$ cat src/rtl/core/lps_pkg.sv
// Package for the LED pattern sequencer: mode, phase, operation and register
// codes, step timings, and the shared register and state structs.
// Depends on nothing; every other file of the block but lps_if imports it.
package lps_pkg;

	// Operation codes of an input request.
	localparam logic [1:0] OP_TICK = 2'd0;
	localparam logic [1:0] OP_SET_MODE = 2'd1;
	localparam logic [1:0] OP_SHOW_CODE = 2'd2;

	// Mode codes.
	localparam logic [2:0] M_OFF = 3'd0;
	localparam logic [2:0] M_ON = 3'd1;
	localparam logic [2:0] M_BREATHE = 3'd2;
	localparam logic [2:0] M_CODE = 3'd3;
	localparam logic [2:0] M_USER = 3'd4;
	localparam logic [2:0] M_DONE = 3'd5;

	// Phase codes of the running pattern.
	localparam logic [2:0] PH_UP = 3'd0;
	localparam logic [2:0] PH_TOP = 3'd1;
	localparam logic [2:0] PH_DOWN = 3'd2;
	localparam logic [2:0] PH_PAUSE = 3'd3;
	localparam logic [2:0] PH_ON = 3'd4;
	localparam logic [2:0] PH_OFF = 3'd5;
	localparam logic [2:0] PH_DARK = 3'd6;

	// Step lengths in milliseconds.
	localparam logic [15:0] RAMP_MS = 16'd10;
	localparam logic [15:0] HOLD_MS = 16'd250;
	localparam logic [15:0] DARK_MS = 16'd500;
	localparam logic [15:0] FLASH_ON_MS = 16'd250;
	localparam logic [15:0] FLASH_OFF_MS = 16'd200;
	localparam logic [1:0] PASSES = 2'd3;

	// Brightness limit in percent.
	localparam logic [6:0] PCT_MAX = 7'd100;

	// Register indexes on the configuration port.
	localparam logic [1:0] REG_MAX_LIGHT = 2'd0;
	localparam logic [1:0] REG_USER_PERIOD = 2'd1;
	localparam logic [1:0] REG_DIMMING = 2'd2;
	localparam logic [1:0] REG_RELOAD = 2'd3;
	localparam int ADDR_W = 4;

	// Register reset values.
	localparam logic [6:0] MAX_LIGHT_RST = 7'd80;
	localparam logic [15:0] RELOAD_RST = 16'd999;

	// Divide by 100: multiply by floor(2^22 / 100), then one correction step.
	localparam logic [15:0] PCT_RECIP = 16'd41943;
	localparam int RECIP_SHIFT = 22;
	localparam int PROD_W = 23;
	localparam int RPROD_W = PROD_W + 16;
	localparam int QUOT_W = RPROD_W - RECIP_SHIFT;

	typedef struct packed {
		logic [6:0] max_light;
		logic [15:0] user_period;
		logic dimming;
		logic [15:0] reload;
	} cfg_t;

	typedef struct packed {
		logic [2:0] mode;
		logic [2:0] phase;
		logic [6:0] ramp_level;
		logic [15:0] ms_counter;
		logic [1:0] pass_count;
		logic [7:0] flash_count;
		logic [7:0] code_value;
		logic [6:0] level_now;
	} seq_state_t;

	// Result of the sequencer for one request, before PWM scaling.
	typedef struct packed {
		logic [6:0] level;
		logic done;
	} seq_res_t;

endpackage

$ cat src/rtl/core/lps_if.sv
// Request and result channel interfaces of the LED pattern sequencer.
// Depends on nothing; carries valid, ready and the payload fields.
interface lps_in_if;
	logic valid;
	logic ready;
	logic [1:0] operation;
	logic [2:0] mode;
	logic [7:0] code;

	modport source (output valid, output operation, output mode, output code, input ready);
	modport sink (input valid, input operation, input mode, input code, output ready);
endinterface

interface lps_out_if;
	logic valid;
	logic ready;
	logic [6:0] duty_percent;
	logic [15:0] compare_value;
	logic ready_res;

	modport source (output valid, output duty_percent, output compare_value,
		output ready_res, input ready);
	modport sink (input valid, input duty_percent, input compare_value,
		input ready_res, output ready);
endinterface

$ cat src/rtl/core/lps_cfg.sv
// APB-style configuration registers of the LED pattern sequencer.
// Depends on lps_pkg for register indexes, reset values and cfg_t.
module lps_cfg (
	input logic clk,
	input logic arst_n,
	input logic psel,
	input logic penable,
	input logic pwrite,
	input logic [lps_pkg::ADDR_W-1:0] paddr,
	input logic [31:0] pwdata,
	output logic [31:0] prdata,
	output logic pready,
	output lps_pkg::cfg_t cfg
);
	import lps_pkg::*;

	cfg_t cfg_q;
	logic wr_en;
	logic [1:0] reg_idx;

	assign pready = 1'b1;
	assign wr_en = psel && penable && pwrite;
	assign reg_idx = paddr[3:2];
	assign cfg = cfg_q;

	// Register writes on the access cycle.
	always_ff @(posedge clk or negedge arst_n) begin
		if (!arst_n) begin
			cfg_q.max_light <= MAX_LIGHT_RST;
			cfg_q.user_period <= '0;
			cfg_q.dimming <= 1'b0;
			cfg_q.reload <= RELOAD_RST;
		end else if (wr_en) begin
			case (reg_idx)
				REG_MAX_LIGHT: cfg_q.max_light <= pwdata[6:0];
				REG_USER_PERIOD: cfg_q.user_period <= pwdata[15:0];
				REG_DIMMING: cfg_q.dimming <= pwdata[0];
				REG_RELOAD: cfg_q.reload <= pwdata[15:0];
				default: ;
			endcase
		end
	end

	// Read back the addressed register.
	always_comb begin
		case (reg_idx)
			REG_MAX_LIGHT: prdata = {25'd0, cfg_q.max_light};
			REG_USER_PERIOD: prdata = {16'd0, cfg_q.user_period};
			REG_DIMMING: prdata = {31'd0, cfg_q.dimming};
			REG_RELOAD: prdata = {16'd0, cfg_q.reload};
			default: prdata = '0;
		endcase
	end

endmodule

$ cat src/rtl/core/lps_seq.sv
// Pattern state machine of the LED pattern sequencer: applies one request per
// ready cycle to the sequence state and registers the resulting level. Uses lps_pkg.
module lps_seq (
	input logic clk,
	input logic arst_n,
	lps_in_if.sink in_ch,
	input lps_pkg::cfg_t cfg,
	input logic next_ready,
	output logic res_valid,
	output lps_pkg::seq_res_t res
);
	import lps_pkg::*;

	seq_state_t st_q;
	seq_state_t st_nx;
	logic valid_s1;
	seq_res_t res_s1;
	logic accept;
	logic [6:0] top;
	logic [15:0] uwait;

	// Effective brightness limit and user wait time.
	assign top = (cfg.max_light > PCT_MAX) ? PCT_MAX : cfg.max_light;
	assign uwait = (cfg.user_period == '0) ? 16'd1 : cfg.user_period;

	function automatic seq_state_t set_step(seq_state_t s, logic [2:0] ph, logic [15:0] ms);
		s.phase = ph;
		s.ms_counter = ms;
		return s;
	endfunction

	function automatic seq_state_t hold_bottom(seq_state_t s, logic [15:0] uw);
		return set_step(s, PH_PAUSE, (s.mode == M_USER) ? uw : HOLD_MS);
	endfunction

	function automatic seq_state_t start_down(seq_state_t s, logic [6:0] tp, logic [15:0] uw);
		s.ramp_level = tp;
		if (tp != '0) begin
			s.level_now = tp;
			s = set_step(s, PH_DOWN, RAMP_MS);
		end else begin
			s = hold_bottom(s, uw);
		end
		return s;
	endfunction

	function automatic seq_state_t after_up(seq_state_t s, logic [6:0] tp, logic [15:0] uw);
		if (s.mode == M_USER) begin
			s = start_down(s, tp, uw);
		end else begin
			s = set_step(s, PH_TOP, HOLD_MS);
		end
		return s;
	endfunction

	function automatic seq_state_t start_cycle(seq_state_t s, logic [6:0] tp, logic [15:0] uw,
			logic dim);
		if (s.mode == M_USER && !dim) begin
			s.level_now = tp;
			s = set_step(s, PH_ON, uw);
		end else begin
			s.ramp_level = '0;
			if (tp != '0) begin
				s.level_now = '0;
				s = set_step(s, PH_UP, RAMP_MS);
			end else begin
				s = after_up(s, tp, uw);
			end
		end
		return s;
	endfunction

	function automatic seq_state_t start_pass(seq_state_t s);
		s.flash_count = '0;
		return set_step(s, PH_DARK, DARK_MS);
	endfunction

	function automatic seq_state_t next_flash(seq_state_t s, logic [6:0] tp);
		if (s.flash_count < s.code_value) begin
			s.level_now = tp;
			s = set_step(s, PH_ON, FLASH_ON_MS);
		end else begin
			s.pass_count = s.pass_count + 2'd1;
			if (s.pass_count >= PASSES) begin
				s.mode = M_DONE;
				s = set_step(s, PH_UP, '0);
			end else begin
				s = start_pass(s);
			end
		end
		return s;
	endfunction

	function automatic seq_state_t start_mode(seq_state_t s, logic [6:0] tp, logic [15:0] uw,
			logic dim);
		case (s.mode)
			M_OFF: begin
				s.level_now = '0;
				s.mode = M_DONE;
			end
			M_ON: begin
				s.level_now = tp;
				s.mode = M_DONE;
			end
			M_BREATHE, M_USER: s = start_cycle(s, tp, uw, dim);
			M_CODE: begin
				s.level_now = '0;
				s.pass_count = '0;
				s = start_pass(s);
			end
			default: ;
		endcase
		return s;
	endfunction

	function automatic seq_state_t step_end(seq_state_t s, logic [6:0] tp, logic [15:0] uw,
			logic dim);
		if (s.mode == M_CODE) begin
			if (s.phase == PH_DARK) begin
				s = next_flash(s, tp);
			end else if (s.phase == PH_ON) begin
				s.level_now = '0;
				s = set_step(s, PH_OFF, FLASH_OFF_MS);
			end else begin
				s.flash_count = s.flash_count + 8'd1;
				s = next_flash(s, tp);
			end
		end else begin
			case (s.phase)
				PH_UP: begin
					s.ramp_level = s.ramp_level + 7'd1;
					if (s.ramp_level < tp) begin
						s.level_now = s.ramp_level;
						s = set_step(s, PH_UP, RAMP_MS);
					end else begin
						s = after_up(s, tp, uw);
					end
				end
				PH_TOP: s = start_down(s, tp, uw);
				PH_DOWN: begin
					s.ramp_level = s.ramp_level - 7'd1;
					if (s.ramp_level != '0) begin
						s.level_now = s.ramp_level;
						s = set_step(s, PH_DOWN, RAMP_MS);
					end else begin
						s = hold_bottom(s, uw);
					end
				end
				PH_ON: begin
					s.level_now = '0;
					s = set_step(s, PH_OFF, uw);
				end
				default: s = start_cycle(s, tp, uw, dim);
			endcase
		end
		return s;
	endfunction

	// Next state for the request on the channel.
	always_comb begin
		st_nx = st_q;
		case (in_ch.operation)
			OP_TICK: begin
				if (st_q.mode == M_OFF || st_q.mode == M_ON) begin
					st_nx = start_mode(st_nx, top, uwait, cfg.dimming);
				end else if (st_q.mode == M_BREATHE || st_q.mode == M_CODE ||
						st_q.mode == M_USER) begin
					if (st_nx.ms_counter != '0) begin
						st_nx.ms_counter = st_nx.ms_counter - 16'd1;
					end
					if (st_nx.ms_counter == '0) begin
						st_nx = step_end(st_nx, top, uwait, cfg.dimming);
					end
				end
			end
			OP_SET_MODE: begin
				st_nx.mode = in_ch.mode;
				st_nx = start_mode(st_nx, top, uwait, cfg.dimming);
			end
			OP_SHOW_CODE: begin
				st_nx.mode = M_CODE;
				st_nx.code_value = in_ch.code;
				st_nx = start_mode(st_nx, top, uwait, cfg.dimming);
			end
			default: ;
		endcase
	end

	assign in_ch.ready = !valid_s1 || next_ready;
	assign accept = in_ch.valid && in_ch.ready;

	// Sequence state and the first pipeline stage.
	always_ff @(posedge clk or negedge arst_n) begin
		if (!arst_n) begin
			st_q <= '{mode: M_OFF, default: '0};
			valid_s1 <= 1'b0;
		end else begin
			if (accept) begin
				st_q <= st_nx;
			end
			if (in_ch.ready) begin
				valid_s1 <= in_ch.valid;
			end
		end
	end

	always_ff @(posedge clk) begin
		if (accept) begin
			res_s1.level <= st_nx.level_now;
			res_s1.done <= (st_nx.mode == M_DONE);
		end
	end

	assign res_valid = valid_s1;
	assign res = res_s1;

endmodule

$ cat src/rtl/core/lps_scale.sv
// PWM compare scaling pipeline: reload * level / 100 over three stages, the last
// being the output register that drives the result channel. Uses lps_pkg.
module lps_scale (
	input logic clk,
	input logic arst_n,
	input logic res_valid,
	input lps_pkg::seq_res_t res,
	input logic [15:0] reload,
	output logic res_ready,
	lps_out_if.source out_ch
);
	import lps_pkg::*;

	logic valid_s2, valid_s3, valid_s4;
	logic rdy2, rdy3, rdy4;
	seq_res_t res_s2, res_s3, res_s4;
	logic [PROD_W-1:0] prod_s2, prod_s3;
	logic [QUOT_W-1:0] quot_s3;
	logic [RPROD_W-1:0] rprod;
	logic [PROD_W:0] rem;
	logic [QUOT_W-1:0] quot_fix;
	logic [15:0] cmp_s4;

	// Each stage moves when it is empty or the next one moves.
	assign rdy4 = !valid_s4 || out_ch.ready;
	assign rdy3 = !valid_s3 || rdy4;
	assign rdy2 = !valid_s2 || rdy3;
	assign res_ready = rdy2;

	// Estimate of the quotient; it is exact or one too small.
	assign rprod = RPROD_W'(prod_s2) * RPROD_W'(PCT_RECIP);

	// Remainder check corrects the estimate.
	assign rem = (PROD_W+1)'(prod_s3) - ((PROD_W+1)'(quot_s3) * (PROD_W+1)'(PCT_MAX));
	assign quot_fix = (rem >= (PROD_W+1)'(PCT_MAX)) ? quot_s3 + QUOT_W'(1) : quot_s3;

	always_ff @(posedge clk or negedge arst_n) begin
		if (!arst_n) begin
			valid_s2 <= 1'b0;
			valid_s3 <= 1'b0;
			valid_s4 <= 1'b0;
		end else begin
			if (rdy2) begin
				valid_s2 <= res_valid;
			end
			if (rdy3) begin
				valid_s3 <= valid_s2;
			end
			if (rdy4) begin
				valid_s4 <= valid_s3;
			end
		end
	end

	always_ff @(posedge clk) begin
		if (rdy2) begin
			res_s2 <= res;
			prod_s2 <= PROD_W'(reload) * PROD_W'(res.level);
		end
		if (rdy3) begin
			res_s3 <= res_s2;
			prod_s3 <= prod_s2;
			quot_s3 <= rprod[RPROD_W-1:RECIP_SHIFT];
		end
		if (rdy4) begin
			res_s4 <= res_s3;
			cmp_s4 <= quot_fix[15:0];
		end
	end

	assign out_ch.valid = valid_s4;
	assign out_ch.duty_percent = res_s4.level;
	assign out_ch.compare_value = cmp_s4;
	assign out_ch.ready_res = res_s4.done;

endmodule

$ cat src/rtl/core/led_pattern_sequencer.sv
// LED pattern sequencer top level: configuration registers, pattern state
// machine and PWM compare pipeline. Uses lps_pkg, lps_if, lps_cfg, lps_seq, lps_scale.

// The block takes one request per clock cycle, unless the input stalls: a 1 ms
// tick, a set-mode command or a show-code command, and returns one result for
// each: the LED duty in percent, the PWM compare value reload * duty / 100 and
// a flag that is high once the pattern has completed. The pattern state updates
// in the cycle a request is accepted; the result is registered in the sequencer
// stage and then passes the multiply and the two-step divide by 100 of the compare
// pipeline. Every stage holds its data under back-pressure; while results are
// not taken, four requests fill the pipeline before the input stalls.
// Registers are written over the APB port at byte address 4 * index and
// should only change while no request is in flight.
module led_pattern_sequencer (
	input logic clk,
	input logic arst_n,
	lps_in_if.sink in_ch,
	lps_out_if.source out_ch,
	input logic psel,
	input logic penable,
	input logic pwrite,
	input logic [lps_pkg::ADDR_W-1:0] paddr,
	input logic [31:0] pwdata,
	output logic [31:0] prdata,
	output logic pready
);
	import lps_pkg::*;

	cfg_t cfg;
	logic res_valid;
	logic res_ready;
	seq_res_t res;

	// Configuration registers.
	lps_cfg u_cfg (
		.clk(clk),
		.arst_n(arst_n),
		.psel(psel),
		.penable(penable),
		.pwrite(pwrite),
		.paddr(paddr),
		.pwdata(pwdata),
		.prdata(prdata),
		.pready(pready),
		.cfg(cfg)
	);

	// Pattern state machine.
	lps_seq u_seq (
		.clk(clk),
		.arst_n(arst_n),
		.in_ch(in_ch),
		.cfg(cfg),
		.next_ready(res_ready),
		.res_valid(res_valid),
		.res(res)
	);

	// Compare scaling and output register.
	lps_scale u_scale (
		.clk(clk),
		.arst_n(arst_n),
		.res_valid(res_valid),
		.res(res),
		.reload(cfg.reload),
		.res_ready(res_ready),
		.out_ch(out_ch)
	);

endmodule
$ cat src/flat_wrapper.sv
// flat-port wrapper written by rule: the top's interface ports become plain ports
module led_pattern_sequencer_flat import lps_pkg::*;
  (clk, arst_n, psel, penable, pwrite, paddr, pwdata, prdata, pready, in_ch_valid, in_ch_operation, in_ch_mode, in_ch_code, in_ch_ready, out_ch_valid, out_ch_duty_percent, out_ch_compare_value, out_ch_ready_res, out_ch_ready);
  lps_in_if in_ch_i ();
  lps_out_if out_ch_i ();
  input logic clk;
  input logic arst_n;
  input logic psel;
  input logic penable;
  input logic pwrite;
  input logic [lps_pkg::ADDR_W-1:0] paddr;
  input logic [31:0] pwdata;
  output logic [31:0] prdata;
  output logic pready;
  input wire logic [$bits(in_ch_i.valid)-1:0] in_ch_valid;
  input wire logic [$bits(in_ch_i.operation)-1:0] in_ch_operation;
  input wire logic [$bits(in_ch_i.mode)-1:0] in_ch_mode;
  input wire logic [$bits(in_ch_i.code)-1:0] in_ch_code;
  output wire logic [$bits(in_ch_i.ready)-1:0] in_ch_ready;
  output wire logic [$bits(out_ch_i.valid)-1:0] out_ch_valid;
  output wire logic [$bits(out_ch_i.duty_percent)-1:0] out_ch_duty_percent;
  output wire logic [$bits(out_ch_i.compare_value)-1:0] out_ch_compare_value;
  output wire logic [$bits(out_ch_i.ready_res)-1:0] out_ch_ready_res;
  input wire logic [$bits(out_ch_i.ready)-1:0] out_ch_ready;
  assign in_ch_i.valid = in_ch_valid;
  assign in_ch_i.operation = in_ch_operation;
  assign in_ch_i.mode = in_ch_mode;
  assign in_ch_i.code = in_ch_code;
  assign in_ch_ready = in_ch_i.ready;
  assign out_ch_valid = out_ch_i.valid;
  assign out_ch_duty_percent = out_ch_i.duty_percent;
  assign out_ch_compare_value = out_ch_i.compare_value;
  assign out_ch_ready_res = out_ch_i.ready_res;
  assign out_ch_i.ready = out_ch_ready;
  led_pattern_sequencer u_core (.clk(clk), .arst_n(arst_n), .in_ch(in_ch_i), .out_ch(out_ch_i), .psel(psel), .penable(penable), .pwrite(pwrite), .paddr(paddr), .pwdata(pwdata), .prdata(prdata), .pready(pready));
endmodule
$ cat config.mk
export PLATFORM = sky130hd
export DESIGN_NAME = led_pattern_sequencer_flat
export DESIGN_NICKNAME = d
export VERILOG_FILES = /design/src/rtl/core/lps_pkg.sv /design/src/rtl/core/lps_if.sv /design/src/rtl/core/lps_cfg.sv /design/src/rtl/core/lps_seq.sv /design/src/rtl/core/lps_scale.sv /design/src/rtl/core/led_pattern_sequencer.sv /design/src/flat_wrapper.sv
export SDC_FILE = /design/constraint.sdc
export NUM_CORES = 1
export LEC_CHECK = 0
export ABC_AREA = 1
export BUFFER_PORTS_ARGS = -buffer_cell sky130_fd_sc_hd__clkbuf_2
export CAP_MARGIN = 20
export CORE_MARGIN = 10
export CORE_UTILIZATION = 65
export DETAILED_ROUTE_END_ITERATION = 8
export GPL_TIMING_DRIVEN = 0
export PLACE_DENSITY_LB_ADDON = 0.08
export RECOVER_POWER = 100
export REMOVE_ABC_BUFFERS = 1
export SLEW_MARGIN = 40
export SYNTH_ARGS = -nofsm -noshare
export SYNTH_HDL_FRONTEND = slang
export SYNTH_SLANG_ARGS = --single-unit
$ cat constraint.sdc
create_clock -name clk -period 7.1 [get_ports clk]
set_input_delay 1.065 -clock clk [delete_from_list [all_inputs] [get_ports clk]]
set_output_delay 1.065 -clock clk [all_outputs]
set_load 0.005 [all_outputs]
### Word-level counts from Yosys, hierarchy flattened

Index checks and enable logic that the tools add are counted.

| word-level totals | value |
|---|---|
| register bits after elaboration | 209 |
| input port bits | 56 |
| output and inout bits | 59 |
| logic and storage cells | 170 |

| operators by class | value |
|---|---|
| add/subtract/negate cells | 7 |
| $mul | 3 |
| order comparisons | 6 |
| eq/ne operators | 40 |
| muxes and demuxes | 38 |
| bitwise gates (word level) | 2 |
| reduce and logical (&&, ||, !) cells | 46 |

Operators by type and width:

| cell | number |
|---|---|
| $mux W54 | 10 |
| $mux W50 | 6 |
| $pmux W51 S4 | 1 |
| $pmux W44 S2 | 2 |
| $pmux W54 S3 | 1 |
| $mux W49 | 3 |
| $pmux W32 S4 | 1 |
| $mux W16 | 7 |
| $mux W51 | 2 |
| $pmux W7 S3 | 2 |
| $mul A23 B16 Y39 const B | 1 |
| $logic_not A16 Y1 | 2 |
| $reduce_and A15 Y1 | 2 |
| $reduce_and A14 Y1 | 2 |
| $ge A24 B7 Y1 const B | 1 |
| $sub A23 B24 Y24 | 1 |
| $mul A16 B7 Y23 | 1 |
| $mul A17 B5 Y22 const B | 1 |
| $ne A4 B4 Y1 const B | 5 |
| $ne A3 B3 Y1 const B | 6 |
| $add A16 B1 Y16 const B | 1 |
| $lt A8 B8 Y1 | 2 |
| $reduce_bool A16 Y1 | 1 |
| $sub A16 B1 Y16 const B | 1 |
| other kinds (32) | 80 |

### Depth between registers and ports, before layout

| depth | value |
|---|---|
| depth in word-level cells | 13 |
| depth in mapped cells | 31 |
| depth with buffers taken out | 30 |

### Cells and area by module

A second synthesis with hierarchy kept.

| second synthesis, totals | value |
|---|---|
| cell total of the unflattened synthesis | 3472 |
| area total of the unflattened synthesis | 27007.2 µm² |

By module, submodules not included:

| module | times used | cells an instance | area each (µm²) | sequential area each (µm²) |
|---|---|---|---|---|
| lps_scale | 1 | 1941 | 17456.7 | 3108.0 |
| lps_seq | 1 | 1270 | 7571.0 | 1616.6 |
| lps_cfg | 1 | 261 | 1979.4 | 1013.5 |

### Worst setup path after synthesis

OpenSTA, ideal clock, no wires.

| timing | value |
|---|---|
| kind | reg-to-reg |
| start point | reg u_core.u_scale.prod_s2[21] |
| end point | reg u_core.u_scale.quot_s3[15] (data pin) |
| setup time | 259 ps |
| arrival time | 5002 ps |
| required time | 6841 ps |
| path slack | 1839 ps |
| stages on the path, launching flop included | 23 |
| buffers on the path | 0 |
| period minus slack after synthesis | 5261 ps |
| path through | edfxtp_1 inv_1 ha_1 inv_1 fa_1 fa_1 inv_1 fa_1 fa_1 fa_1 inv_1 ha_1 nand2_1 nor2_1 inv_1 nor3_1 nand3_1 o21ai_0 a21oi_1 nor2_1 nand2_1 nand4_1 xor2_1 |

| on the way | value |
|---|---|
| longest elaborated chain between the ends | 1 |

Ends and longest elaborated chain:

| what | line | source |
|---|---|---|
| start: declaration | lps_scale.sv:17 | `logic [PROD_W-1:0] prod_s2, prod_s3;` |
| start signal: assignment | lps_scale.sv:58 | `prod_s2 <= PROD_W'(reload) * PROD_W'(res.level);` |
| $mul A23 B16 Y39 | lps_scale.sv:31 | `assign rprod = RPROD_W'(prod_s2) * RPROD_W'(PCT_RECIP);` |
| named net u_core.u_scale.rprod[37] | lps_scale.sv:19 | `logic [RPROD_W-1:0] rprod;` |
| end signal: assignment | lps_scale.sv:63 | `quot_s3 <= rprod[RPROD_W-1:RECIP_SHIFT];` |
| end: declaration | lps_scale.sv:18 | `logic [QUOT_W-1:0] quot_s3;` |

The timed path passes the listed nets, and every way through them passes these cells.
A chain may end at the register's enable or synchronous reset.

### Worst setup path after layout

Same ends and word-level chain as after synthesis.

==> impl_metrics.tcl <==
set metrics [dict create \
    io_buffers 79 \
    num_vias 22989 \
    synth_area_mm2 0.0261 \
    cts_tree "yes" \
    synth_fa_ha_area_share_pct 33.7 \
    drt_iter0_drc 2370 \
    fin_tns_setup_ns 0 \
    skew_ns 0.0148 \
    cap_violations 3 \
    die_w_um 221 \
    clockRootBuffer "clkbuf_16" \
    arrival_ns 6.78 \
    grt_usage_pct 31.9 \
    ys_top_cells_by_count "792 x nand2_1, 562 x inv_1, 325 x ha_1, 237 x fa_1, 192 x o21ai_0" \
    path_clk_slew_ns 0.06 \
    async_reset_ff_share_pct 47.3 \
    crit_path_cell_trace "inv_1, ha_1, inv_1, fa_1, fa_1, inv_1, fa_1, fa_1, inv_1, fa_1, ha_1, nand2_1, nor2_1, inv_1, nor3_1, nand3_1, o21ai_0, a21oi_1, nor2_1, nand2_1, nand4_1, xor2_1" \
    worstHoldPathType "flip-flop to flip-flop" \
    die_h_um 221 \
    place_congestion 0.997 \
    fin_util_pct 69.5 \
    syn_inst 3290 \
    grt_max_degree 66 \
    synth_area_leader_cell "fa_1" \
    core_area_mm2 0.0397 \
    crit_fanout 9 \
    reg2reg_setup_slack_ns 0.61 \
    status "finished with violations" \
    slew-limit-headroom_pct -147 \
    rows 73 \
    layout_min_cycle_time_ns 6.49 \
    reg2reg_depth 22 \
    fin_area_mm2 0.0276 \
    cp-end-kind "flip-flop" \
    post_cts_buffers 0 \
    synth_mux_area_share_pct 0 \
    detail-route-antenna-nets 0 \
    grt_pass1_vias 23252 \
    hpwl_um 61800 \
    min_to "u_core.u_scale.res_s3[0]" \
    ys.flop_type "edfxtp_1" \
    period_share_pct 91.4 \
    yosysMostFrequentCell "nand2_1" \
    violations "capacitance limit, slew limit" \
    clk_latency_ns 0.55 \
    avgSynthCellArea_um2 7.95 \
    grt_pass1_wl_um 123000 \
    cts_buffers 25 \
    synth_top_family_by_area "adder cells" \
    whs_path_depth 0 \
    critPathLaunchType "flip-flop" \
    nets 3929 \
    max_freq_mhz 154 \
    crit_start "u_core.u_scale.prod_s2[21]" \
    ys_top_cells_by_area "fa_1 18%, ha_1 16%, edfxtp_1 13%" \
    io_pins 115 \
    synth_cell_type_count 61 \
    hold_violations 0 \
    ys_seq_area_share_pct 22.0 \
    ys_warn_count 0 \
    reg2reg_to "u_core.u_scale.quot_s3[15]" \
    die_area_mm2 0.0486 \
    clock_path_buffers 3 \
    routed_wl_um 77600 \
    synth_seq_cells 207 \
    synth_top_area_share_pct 18.2 \
    wire_per_inst_um 20.1 \
    htreeDepth 1 \
    antenna_found_initial 1 \
    vias_per_cell 5.96 \
    synth_compound_area_share_pct 10.5 \
    slowest_stage "edfxtp_1" \
    maxSlewViolCount 143 \
    synth_enable_flop_cells 109 \
    max_slew.worst_pin.slew_ns 3.71 \
    overflow 0 \
    areaGrowthSynthToFinish_pct 5.70 \
    critPathMaxStageDelay_ns 0.70 \
    holdCritStartpoint "u_core.u_scale.res_s2[0]" \
    clkSinkCount 207 \
    dpl_cell_area_mm2 0.0269 \
    required_ns 7.39 \
    setup_viol 0 \
    drc_errors 0 \
    worstSetupPathType "flip-flop to flip-flop" \
    rsz0062_at_grt "false" \
    r2r-start "u_core.u_scale.prod_s2[21]" \
    final_layout_size_suffix_gt1_share_pct 4.30 \
    antenna_cells 0 \
    synth-simple-area-share_pct 20.5 \
    start_util_pct 65.8 \
    dr.pass1.iters 8 \
    synth_xor_area_share_pct 3.18 \
]
cells in the final DEF (no fill, tap or decap), types with 88 or more instances in the layout:
master	n
ha_1	325
edfxtp_1	109
nor2_1	149
nand2_1	794
inv_1	562
dfrtp_1	88
nand3_1	159
fa_1	237
o21ai_0	199
a21oi_1	186
critical path, delay by kind of cell (launching register included):
kind / cells / cell delay (ns)
xor+xnor: 1 / 0.07
compound gates: 2 / 0.77
buf+inv: 5 / 0.46
simple gates: 7 / 0.95
fa+ha+maj: 7 / 3.26
flops: 1 / 0.70
worst max path at each step:
stage | end | depth (start not counted)
after floorplan | u_core.u_scale.out_ch.compare_value[0] | 24
after global placement | u_core.u_seq.st_q[50] | 15
after detailed placement | u_core.u_scale.out_ch.compare_value[7] | 24
after CTS | u_core.u_scale.out_ch.compare_value[14] | 23
after global routing | u_core.u_scale.out_ch.compare_value[7] | 23
final | u_core.u_scale.quot_s3[15] | 22
layer usage:
layer	routed length (µm)	share of wire, %	track usage [%]	vias up
li1	-	-	-	10670
met1	30300	39	39.6	11071
met2	37900	49	54.9	1004
met3	5610	7.2	4.32	242
met4	3750	4.8	13.9	2
met5	13	0.017	0	-
registers in the layout (all words and copies together), names as in the netlist:
| signal | count |
|---|---|
| u_core.u_scale.res_s2 | 8 |
| u_core.u_scale.prod_s3 | 21 |
| u_core.u_scale.out_ch.duty_percent | 7 |
| u_core.u_scale.prod_s2 | 23 |
| u_core.u_seq.st_q | 54 |
| u_core.u_scale.valid_s2 | 1 |
| u_core.u_seq.res_valid | 1 |
| u_core.u_cfg.cfg | 40 |
| u_core.u_scale.out_ch.ready_res | 1 |
| u_core.u_scale.out_ch.compare_value | 16 |
| u_core.u_scale.quot_s3 | 17 |
| u_core.u_seq.res | 8 |
| u_core.u_scale.valid_s3 | 1 |
| u_core.u_scale.out_ch.valid | 1 |
| u_core.u_scale.res_s3 | 8 |
kinds of logic after synthesis:
| kind of cell | after synthesis |
|---|---|
| other | 2 |
| DFF | 207 |
| buffers and inverters | 682 |
| adders and majority gates | 562 |
| xor gates and xnor gates | 95 |
| and+or+nand+nor | 1253 |
| AOI/OAI and AO/OA | 489 |
metrics by stage:
stage	hold slack, ns	std cells	worst slack [ns]
finish	0.421	3854	0.609
floorplan	0.400	3199	1.79
global route	0.429	3854	0.0458
detailed placement	0.405	3806	0.652
global placement	0.402	3803	0.461
CTS	0.421	3851	0.532
cell type report:
class / count / area [µm²]
Clock buffer: 34 / 773
Timing Repair Buffer: 85 / 385
Fill cell: 3156 / 12100
Tap cell: 525 / 657
Sequential cell: 207 / 5740
Clock inverter: 11 / 110
Inverter: 576 / 2160
Multi-Input combinational cell: 2416 / 17800
repair_timing:
action                     CTS  global route
hold buffers                 0             0
setup endpoints to repair    0             2
gates resized for setup      0             1
Power is left out: the tool's default activity adds up to more than one toggle a clock period on the data nets, which glitch-free logic cannot reach.
